`config.mk`:
```
export PLATFORM = sky130hd
export DESIGN_NAME = aesctr_ctrl
export DESIGN_NICKNAME = d
export VERILOG_FILES = /design/src/hdl/aes256_ctr_cipher_defines.svh /design/src/hdl/aesctr_pkg.sv /design/src/hdl/aesctr_ctrl.sv
export SDC_FILE = /design/constraint.sdc
export NUM_CORES = 1
export LEC_CHECK = 0
export ABC_AREA = 1
export ABC_CLOCK_PERIOD_IN_PS = 1500
export BUFFER_PORTS_ARGS = -buffer_cell sky130_fd_sc_hd__buf_2
export CAP_MARGIN = 5
export CELL_PAD_IN_SITES_DETAIL_PLACEMENT = 1
export CELL_PAD_IN_SITES_GLOBAL_PLACEMENT = 1
export CORE_MARGIN = 10
export CORE_UTILIZATION = 35
export DETAILED_ROUTE_END_ITERATION = 7
export GPL_TIMING_DRIVEN = 0
export HOLD_SLACK_MARGIN = 0.02
export PLACE_DENSITY = 0.76
export SYNTH_ARGS = -nofsm -noshare
export SYNTH_HDL_FRONTEND = slang
export SYNTH_SLANG_ARGS = --single-unit
```
`constraint.sdc`:
```
create_clock -name clk_i -period 1.5 [get_ports clk_i]
set_input_delay 0.3 -clock clk_i [delete_from_list [all_inputs] [get_ports clk_i]]
set_output_delay 0.3 -clock clk_i [all_outputs]
set_load 0.1 [all_outputs]
```
`src/hdl/aes256_ctr_cipher_defines.svh`:
```
// assertion macros for the aes-256 ctr block
`ifndef AES256_CTR_CIPHER_DEFINES_SVH
`define AES256_CTR_CIPHER_DEFINES_SVH
`ifndef SYNTHESIS
`define ASSERT_IMPL(label, prop) \
  label: assert property (@(posedge clk_i) disable iff (!rst_ni) prop) \
    else $error("assertion failed");
`define ASSERT_NEVER(label, prop) \
  label: assert property (@(posedge clk_i) disable iff (!rst_ni) !(prop)) \
    else $error("forbidden condition");
`else
`define ASSERT_IMPL(label, prop)
`define ASSERT_NEVER(label, prop)
`endif
`endif

```
`src/hdl/aesctr_pkg.sv`:
```
package aesctr_pkg;

  localparam int unsigned NumRounds = 14;

  // controller to datapath commands
  typedef struct packed {
    logic load;      // latch input item, start key schedule and round 0
    logic do_round;  // run one cipher round
    logic last;      // current round is the final one (no mix columns)
    logic finish;    // form result, advance counter
  } aesctr_cmd_t;

  // aes s-box
  function automatic logic [7:0] sbox(input logic [7:0] x);
    logic [7:0] s [256];
    s = '{
      8'h63,8'h7c,8'h77,8'h7b,8'hf2,8'h6b,8'h6f,8'hc5,8'h30,8'h01,8'h67,8'h2b,8'hfe,8'hd7,8'hab,8'h76,
      8'hca,8'h82,8'hc9,8'h7d,8'hfa,8'h59,8'h47,8'hf0,8'had,8'hd4,8'ha2,8'haf,8'h9c,8'ha4,8'h72,8'hc0,
      8'hb7,8'hfd,8'h93,8'h26,8'h36,8'h3f,8'hf7,8'hcc,8'h34,8'ha5,8'he5,8'hf1,8'h71,8'hd8,8'h31,8'h15,
      8'h04,8'hc7,8'h23,8'hc3,8'h18,8'h96,8'h05,8'h9a,8'h07,8'h12,8'h80,8'he2,8'heb,8'h27,8'hb2,8'h75,
      8'h09,8'h83,8'h2c,8'h1a,8'h1b,8'h6e,8'h5a,8'ha0,8'h52,8'h3b,8'hd6,8'hb3,8'h29,8'he3,8'h2f,8'h84,
      8'h53,8'hd1,8'h00,8'hed,8'h20,8'hfc,8'hb1,8'h5b,8'h6a,8'hcb,8'hbe,8'h39,8'h4a,8'h4c,8'h58,8'hcf,
      8'hd0,8'hef,8'haa,8'hfb,8'h43,8'h4d,8'h33,8'h85,8'h45,8'hf9,8'h02,8'h7f,8'h50,8'h3c,8'h9f,8'ha8,
      8'h51,8'ha3,8'h40,8'h8f,8'h92,8'h9d,8'h38,8'hf5,8'hbc,8'hb6,8'hda,8'h21,8'h10,8'hff,8'hf3,8'hd2,
      8'hcd,8'h0c,8'h13,8'hec,8'h5f,8'h97,8'h44,8'h17,8'hc4,8'ha7,8'h7e,8'h3d,8'h64,8'h5d,8'h19,8'h73,
      8'h60,8'h81,8'h4f,8'hdc,8'h22,8'h2a,8'h90,8'h88,8'h46,8'hee,8'hb8,8'h14,8'hde,8'h5e,8'h0b,8'hdb,
      8'he0,8'h32,8'h3a,8'h0a,8'h49,8'h06,8'h24,8'h5c,8'hc2,8'hd3,8'hac,8'h62,8'h91,8'h95,8'he4,8'h79,
      8'he7,8'hc8,8'h37,8'h6d,8'h8d,8'hd5,8'h4e,8'ha9,8'h6c,8'h56,8'hf4,8'hea,8'h65,8'h7a,8'hae,8'h08,
      8'hba,8'h78,8'h25,8'h2e,8'h1c,8'ha6,8'hb4,8'hc6,8'he8,8'hdd,8'h74,8'h1f,8'h4b,8'hbd,8'h8b,8'h8a,
      8'h70,8'h3e,8'hb5,8'h66,8'h48,8'h03,8'hf6,8'h0e,8'h61,8'h35,8'h57,8'hb9,8'h86,8'hc1,8'h1d,8'h9e,
      8'he1,8'hf8,8'h98,8'h11,8'h69,8'hd9,8'h8e,8'h94,8'h9b,8'h1e,8'h87,8'he9,8'hce,8'h55,8'h28,8'hdf,
      8'h8c,8'ha1,8'h89,8'h0d,8'hbf,8'he6,8'h42,8'h68,8'h41,8'h99,8'h2d,8'h0f,8'hb0,8'h54,8'hbb,8'h16};
    return s[x];
  endfunction

  function automatic logic [31:0] sub_word(input logic [31:0] w);
    return {sbox(w[31:24]), sbox(w[23:16]), sbox(w[15:8]), sbox(w[7:0])};
  endfunction

  function automatic logic [7:0] xtime(input logic [7:0] a);
    return {a[6:0], 1'b0} ^ (a[7] ? 8'h1b : 8'h00);
  endfunction

endpackage

```
`src/hdl/aesctr_ctrl.sv`:
```
module aesctr_ctrl (
  input  logic                     clk_i,
  input  logic                     rst_ni,
  input  logic                     in_valid,
  output logic                     in_ready,
  input  logic                     out_valid_i,
  input  logic                     out_ready,
  output aesctr_pkg::aesctr_cmd_t  cmd_o,
  output logic                     busy_o
);
  import aesctr_pkg::*;

  typedef enum logic [2:0] {
    StIdle  = 3'b001,
    StRound = 3'b010,
    StDone  = 3'b100
  } state_e;

  state_e     state_q, state_d;
  logic [3:0] round_q, round_d;

  // output register may hold one result while the next item runs
  assign in_ready = (state_q == StIdle);
  assign busy_o   = (state_q != StIdle);

  always_comb begin
    state_d = state_q;
    round_d = round_q;
    cmd_o   = '0;
    case (state_q)
      StIdle: begin
        if (in_valid && in_ready) begin
          cmd_o.load = 1'b1;
          round_d    = 4'd1;
          state_d    = StRound;
        end
      end
      StRound: begin
        cmd_o.do_round = 1'b1;
        cmd_o.last     = (round_q == 4'(NumRounds));
        if (round_q == 4'(NumRounds)) begin
          state_d = StDone;
        end else begin
          round_d = round_q + 4'd1;
        end
      end
      StDone: begin
        // wait for the output register to free up
        if (!out_valid_i || out_ready) begin
          cmd_o.finish = 1'b1;
          state_d      = StIdle;
        end
      end
      default: state_d = StIdle;
    endcase
  end

  always_ff @(posedge clk_i or negedge rst_ni) begin
    if (!rst_ni) begin
      state_q <= StIdle;
      round_q <= '0;
    end else begin
      state_q <= state_d;
      round_q <= round_d;
    end
  end

endmodule

```
== Word level (Yosys, flattened, before mapping) ==
Index checks and enable logic that the tools add are counted.
W data, S select, Z words.

* Output and inout bits: 6
* Logic and storage cells: 30
* Input port bits: 5
* Register bits: 7

* Multiplexer cells: 12
* Eq/ne operators: 9
* Reduce and logical (&&, ||, !) cells: 6
* Add/sub/neg operators: 1

{| class="wikitable"
|+ Operators with widths
! cell !! count
|-
| $mux W3 || 3
|-
| $pmux W3 S3 || 1
|-
| $mux W4 || 2
|-
| $pmux W4 S2 || 1
|-
| $ne A2 B2 Y1 const B || 3
|-
| $reduce_and A3 Y1 || 2
|-
| $add A4 B1 Y4 const B || 1
|-
| $eq A4 B4 Y1 const B || 1
|-
| $mux W1 || 4
|-
| $eq A3 B1 Y1 const B || 1
|-
| $eq A3 B2 Y1 const B || 1
|-
| $eq A3 B3 Y1 const B || 1
|-
| $ne A3 B1 Y1 const B || 1
|-
| $mux W2 || 1
|-
| $ne A2 B1 Y1 const B || 1
|-
| $reduce_bool A2 Y1 || 1
|-
| $logic_and A1 B1 Y1 || 1
|-
| $logic_not A1 Y1 || 1
|-
| $logic_or A1 B1 Y1 || 1
|}

== Depth between registers and ports, before layout ==
* Word-level depth: 4
* Gate-level depth with buffers: 7
* Depth with buffers taken out: 7

== Worst setup path after synthesis ==
Ideal clock, no wire load.

* Kind: register to output
* Start point: register state_q[0]
* End point: output port cmd_o[3] (netlist name)
* Buffers on the path: 0
* Data required time: 1200 ps
* Stages on the path, launching flop included: 5
* Path slack: -905 ps
* Data arrival time: 2105 ps
* Cells stage by stage: dfstp_2 > nand3_4 > inv_2 > nand2_4 > inv_1

{| class="wikitable"
|+ RTL lines
! item !! line !! source
|-
| start, declared || aesctr_ctrl.sv:19 || <nowiki>state_e state_q, state_d;</nowiki>
|-
| start signal, assigned || aesctr_ctrl.sv:60 || <nowiki>state_q <= StIdle;</nowiki>
|-
| start signal, assigned || aesctr_ctrl.sv:63 || <nowiki>state_q <= state_d;</nowiki>
|-
| end, declared || aesctr_ctrl.sv:8 || <nowiki>output aesctr_pkg::aesctr_cmd_t cmd_o,</nowiki>
|}

==> results_dict.tcl <==
set metrics [dict create \
    status "finished, violations left" \
    violated_checks "negative setup slack" \
    filler_cells_inserted 123 \
    postPlaceCellArea_um2 571.8 \
    num-nets-final 91 \
    grt_antenna_before_repair 0 \
    rsz0062_at_grt "true" \
    pin_count 11 \
    cp_data_required_time_ps 1200 \
    clock_sinks 7 \
    synth_most_common_cell "sky130_fd_sc_hd__nand2_1" \
    area.growth.synth_to_final_pct 77.32 \
    clockRootBuffer "sky130_fd_sc_hd__clkbuf_4" \
    slew_viol_final 0 \
    clock_insertion_delay_at_the_later_pin_of_the_skew_report_ps 260 \
    die_h_um 56.17 \
    ir_drop_uv 1750 \
    ctsHtreeMaxLevel 1 \
    final_layout_size_suffix_gt1_share_pct 55.42 \
    fp.dieArea_um2 3155 \
    period_minus_slack_ps 1649 \
    switchingPower_uw 989.7 \
    clockBufferDepth 2 \
    cell_internal_pwr_uw 841.7 \
    worstRegToRegCells 8 \
    yosys.area.top_type "sky130_fd_sc_hd__dfrtp_1" \
    clock-skew-final_ps 1.600 \
    endpoint "cmd_o[3]" \
    die_w_um 56.17 \
    num_rows 12 \
    synthesis.area_um2 457.9 \
    detailedPlacementHpwl_um 856.3 \
    hp-class "in2reg" \
    report.power.total_uw 1831 \
    netlist-cell-type-count 15 \
    cp-startpoint "state_q[0]" \
    p_leak_uw 0.0003763 \
    synth_enable_flop_cells 0 \
    regToRegEndpoint "round_q[2]" \
    netlist_top_cells_area "sky130_fd_sc_hd__dfrtp_1 33%, sky130_fd_sc_hd__nand2_1 11%, sky130_fd_sc_hd__nand3_4 11%, sky130_fd_sc_hd__nand2_4 7.4%, sky130_fd_sc_hd__nand3_1 6.6%" \
    synth_nets 62 \
    synth_cells 55 \
    final_cell_area_um2 812.0 \
    grt_overflow 0 \
    sw_frac_of_total_pct 54.04 \
    critical_path.startpoint_type "flip-flop" \
    grtUsageTotal_pct 9.702 \
    clockPowerShare_pct 10.0 \
    fin_crit_sh_pct 109.9 \
    synth_ff_type "sky130_fd_sc_hd__dfrtp_1" \
    path_clk_slew_ps 50 \
    end_kind "output port" \
    place.gp.congestion 0.7255 \
    yosys_register_bits 7 \
    comb_power_share_pct 72.8 \
    finalSetupViolations 6 \
    maximum_fanout_count_along_the_critical_path 2 \
    initial_utilization_pct 39.10 \
    diodes_inserted 0 \
    fin_setup_tns_ps -560.8 \
    synthTopCellsByCount "14 x sky130_fd_sc_hd__nand2_1, 6 x sky130_fd_sc_hd__dfrtp_1, 6 x sky130_fd_sc_hd__nand3_1, 5 x sky130_fd_sc_hd__inv_1, 5 x sky130_fd_sc_hd__nor2_1" \
    average_routed_wire_per_standard_cell_um 19.66 \
    timing.rr.start "state_q[0]" \
    asyncSetResetFlopFracSynth_pct 100.0 \
    detail_route.wirelength_um 1907 \
    number_of_buffer_cells_added_on_primary_ports 10 \
    fin_util_pct 69.34 \
    final_critical_path_setup_slack_ps -149.2 \
    yosys_warnings 0 \
    synth_seq_area_share_pct 38.52 \
    crit_arrival_ps 1350 \
    grt_max_degree 8 \
    drt-initial-drc-count 13 \
    seq_power_share_pct 17.2 \
    first_global_vias 521 \
    timing.max_slew.rel_slack_pct 81.37 \
    ant_nets 0 \
    reg2reg_slack_ps 70 \
    worstMarginPinSlew_ps 281.8 \
    detail_route.drc_violations 0 \
    cts_made_buffers 3 \
    clock.fmax_ghz 0.6063 \
    grt_pass1_wl_um 2470 \
    finalHoldViolCount 0 \
    core_footprint_um2 1171 \
    drt_first_pass_iters 4 \
    syn_avg_cell_area_um2 8.326 \
    tritoncts "built" \
    maxCapViolations 0 \
    top_cell_type_s_share_of_synthesized_area_pct 32.79 \
    timing_worst_setup_path_type "reg2out" \
    power_per_cell_area_nw_per_um2 2255 \
    viasPerCell 5.227 \
    vias 507 \
]
## worst max-delay path, cell delays in order, from the launching register on
cell                         delay, ps
sky130_fd_sc_hd__dfstp_2           560
sky130_fd_sc_hd__nand3_4           130
sky130_fd_sc_hd__inv_12             90
sky130_fd_sc_hd__nand2_8            50
sky130_fd_sc_hd__clkinvlp_4         80
sky130_fd_sc_hd__buf_12            170
## sequential cells by signal, indices dropped and copies added (netlist names)
name,flops
state_q,3
round_q,4
## worst min-delay path by stage
stage / from / slack, ps / depth (start not counted) / end
4_1_cts: in_valid / 300 / 2 / state_q[0]
2_1_floorplan: rst_ni / 4 / 0 / round_q[0]
3_5_place_dp: rst_ni / 140 / 1 / round_q[3]
5_1_grt: in_valid / 300 / 2 / state_q[0]
3_3_place_gp: rst_ni / 140 / 1 / round_q[3]
6_report: in_valid / 300 / 2 / state_q[0]
## what timing repair did
action,in CTS,in global routing
hold endpoints to repair,6,0
buffers inserted,8,5
pin swaps,3,1
hold buffers,1,0
gates resized for setup,21,6
endpoints found under the setup margin,6,6
## cell families after synthesis
family	after synthesis	synth area share (%)
buffers and inverters	10	8.744
DFF	7	38.52
adders and majority gates	2	5.464
and+or+nand+nor	33	43.44
AOI/OAI and AO/OA	3	3.824
## power by group through the flow
stage,clock network [µW],registers (µW),logic [µW]
after floorplan,0,316,739
after global placement,0,328,849
after detailed placement,0,330,856
after CTS,172,311,1100
after global routing,193,322,1390
final,183,316,1330
## cell usage in the layout (no fill, tap or decap), types with 2 or more instances in the layout
cell type and instances:
sky130_fd_sc_hd__buf_2 4, sky130_fd_sc_hd__nand3_4 4, sky130_fd_sc_hd__clkbuf_4 3, sky130_fd_sc_hd__nand2_4 2
sky130_fd_sc_hd__inv_1 3, sky130_fd_sc_hd__nand2_1 14, sky130_fd_sc_hd__inv_2 4, sky130_fd_sc_hd__dfrtp_1 5
sky130_fd_sc_hd__buf_12 5, sky130_fd_sc_hd__nor2_1 4, sky130_fd_sc_hd__buf_4 14, sky130_fd_sc_hd__o22ai_1 2
sky130_fd_sc_hd__nand3_1 5
## area by class of cell
cell class	count	area [µm²]	area share [%]
Multi-Input combinational cell	38	299.0	36.83
Tap cell	14	17.52	2.157
Sequential cell	7	177.7	21.88
Inverter	10	56.30	6.934
Clock buffer	4	26.28	3.236
Timing Repair Buffer	24	235.2	28.97
## through the flow
| step | worst slack, ps | cells | hold WS [ps] |
|---|---|---|---|
| after floorplan | -375.5 | 55 | 4.409 |
| after global placement | -121.0 | 79 | 137.8 |
| after detailed placement | -142.1 | 79 | 139.8 |
| after CTS | -111.4 | 92 | 303.8 |
| after global routing | -196.6 | 97 | 300.3 |
| final | -149.2 | 97 | 298.2 |
## layer usage
| layer | GRT usage [%] | share of wire (%) |
|---|---|---|
| met1 | 8.953 | 36 |
| met2 | 17.95 | 57 |
| met3 | 4.556 | 5.0 |
| met4 | 3.413 | 1.8 |
| met5 | 0 | 0 |
Note: power is estimated with default switching activity, not from simulation.
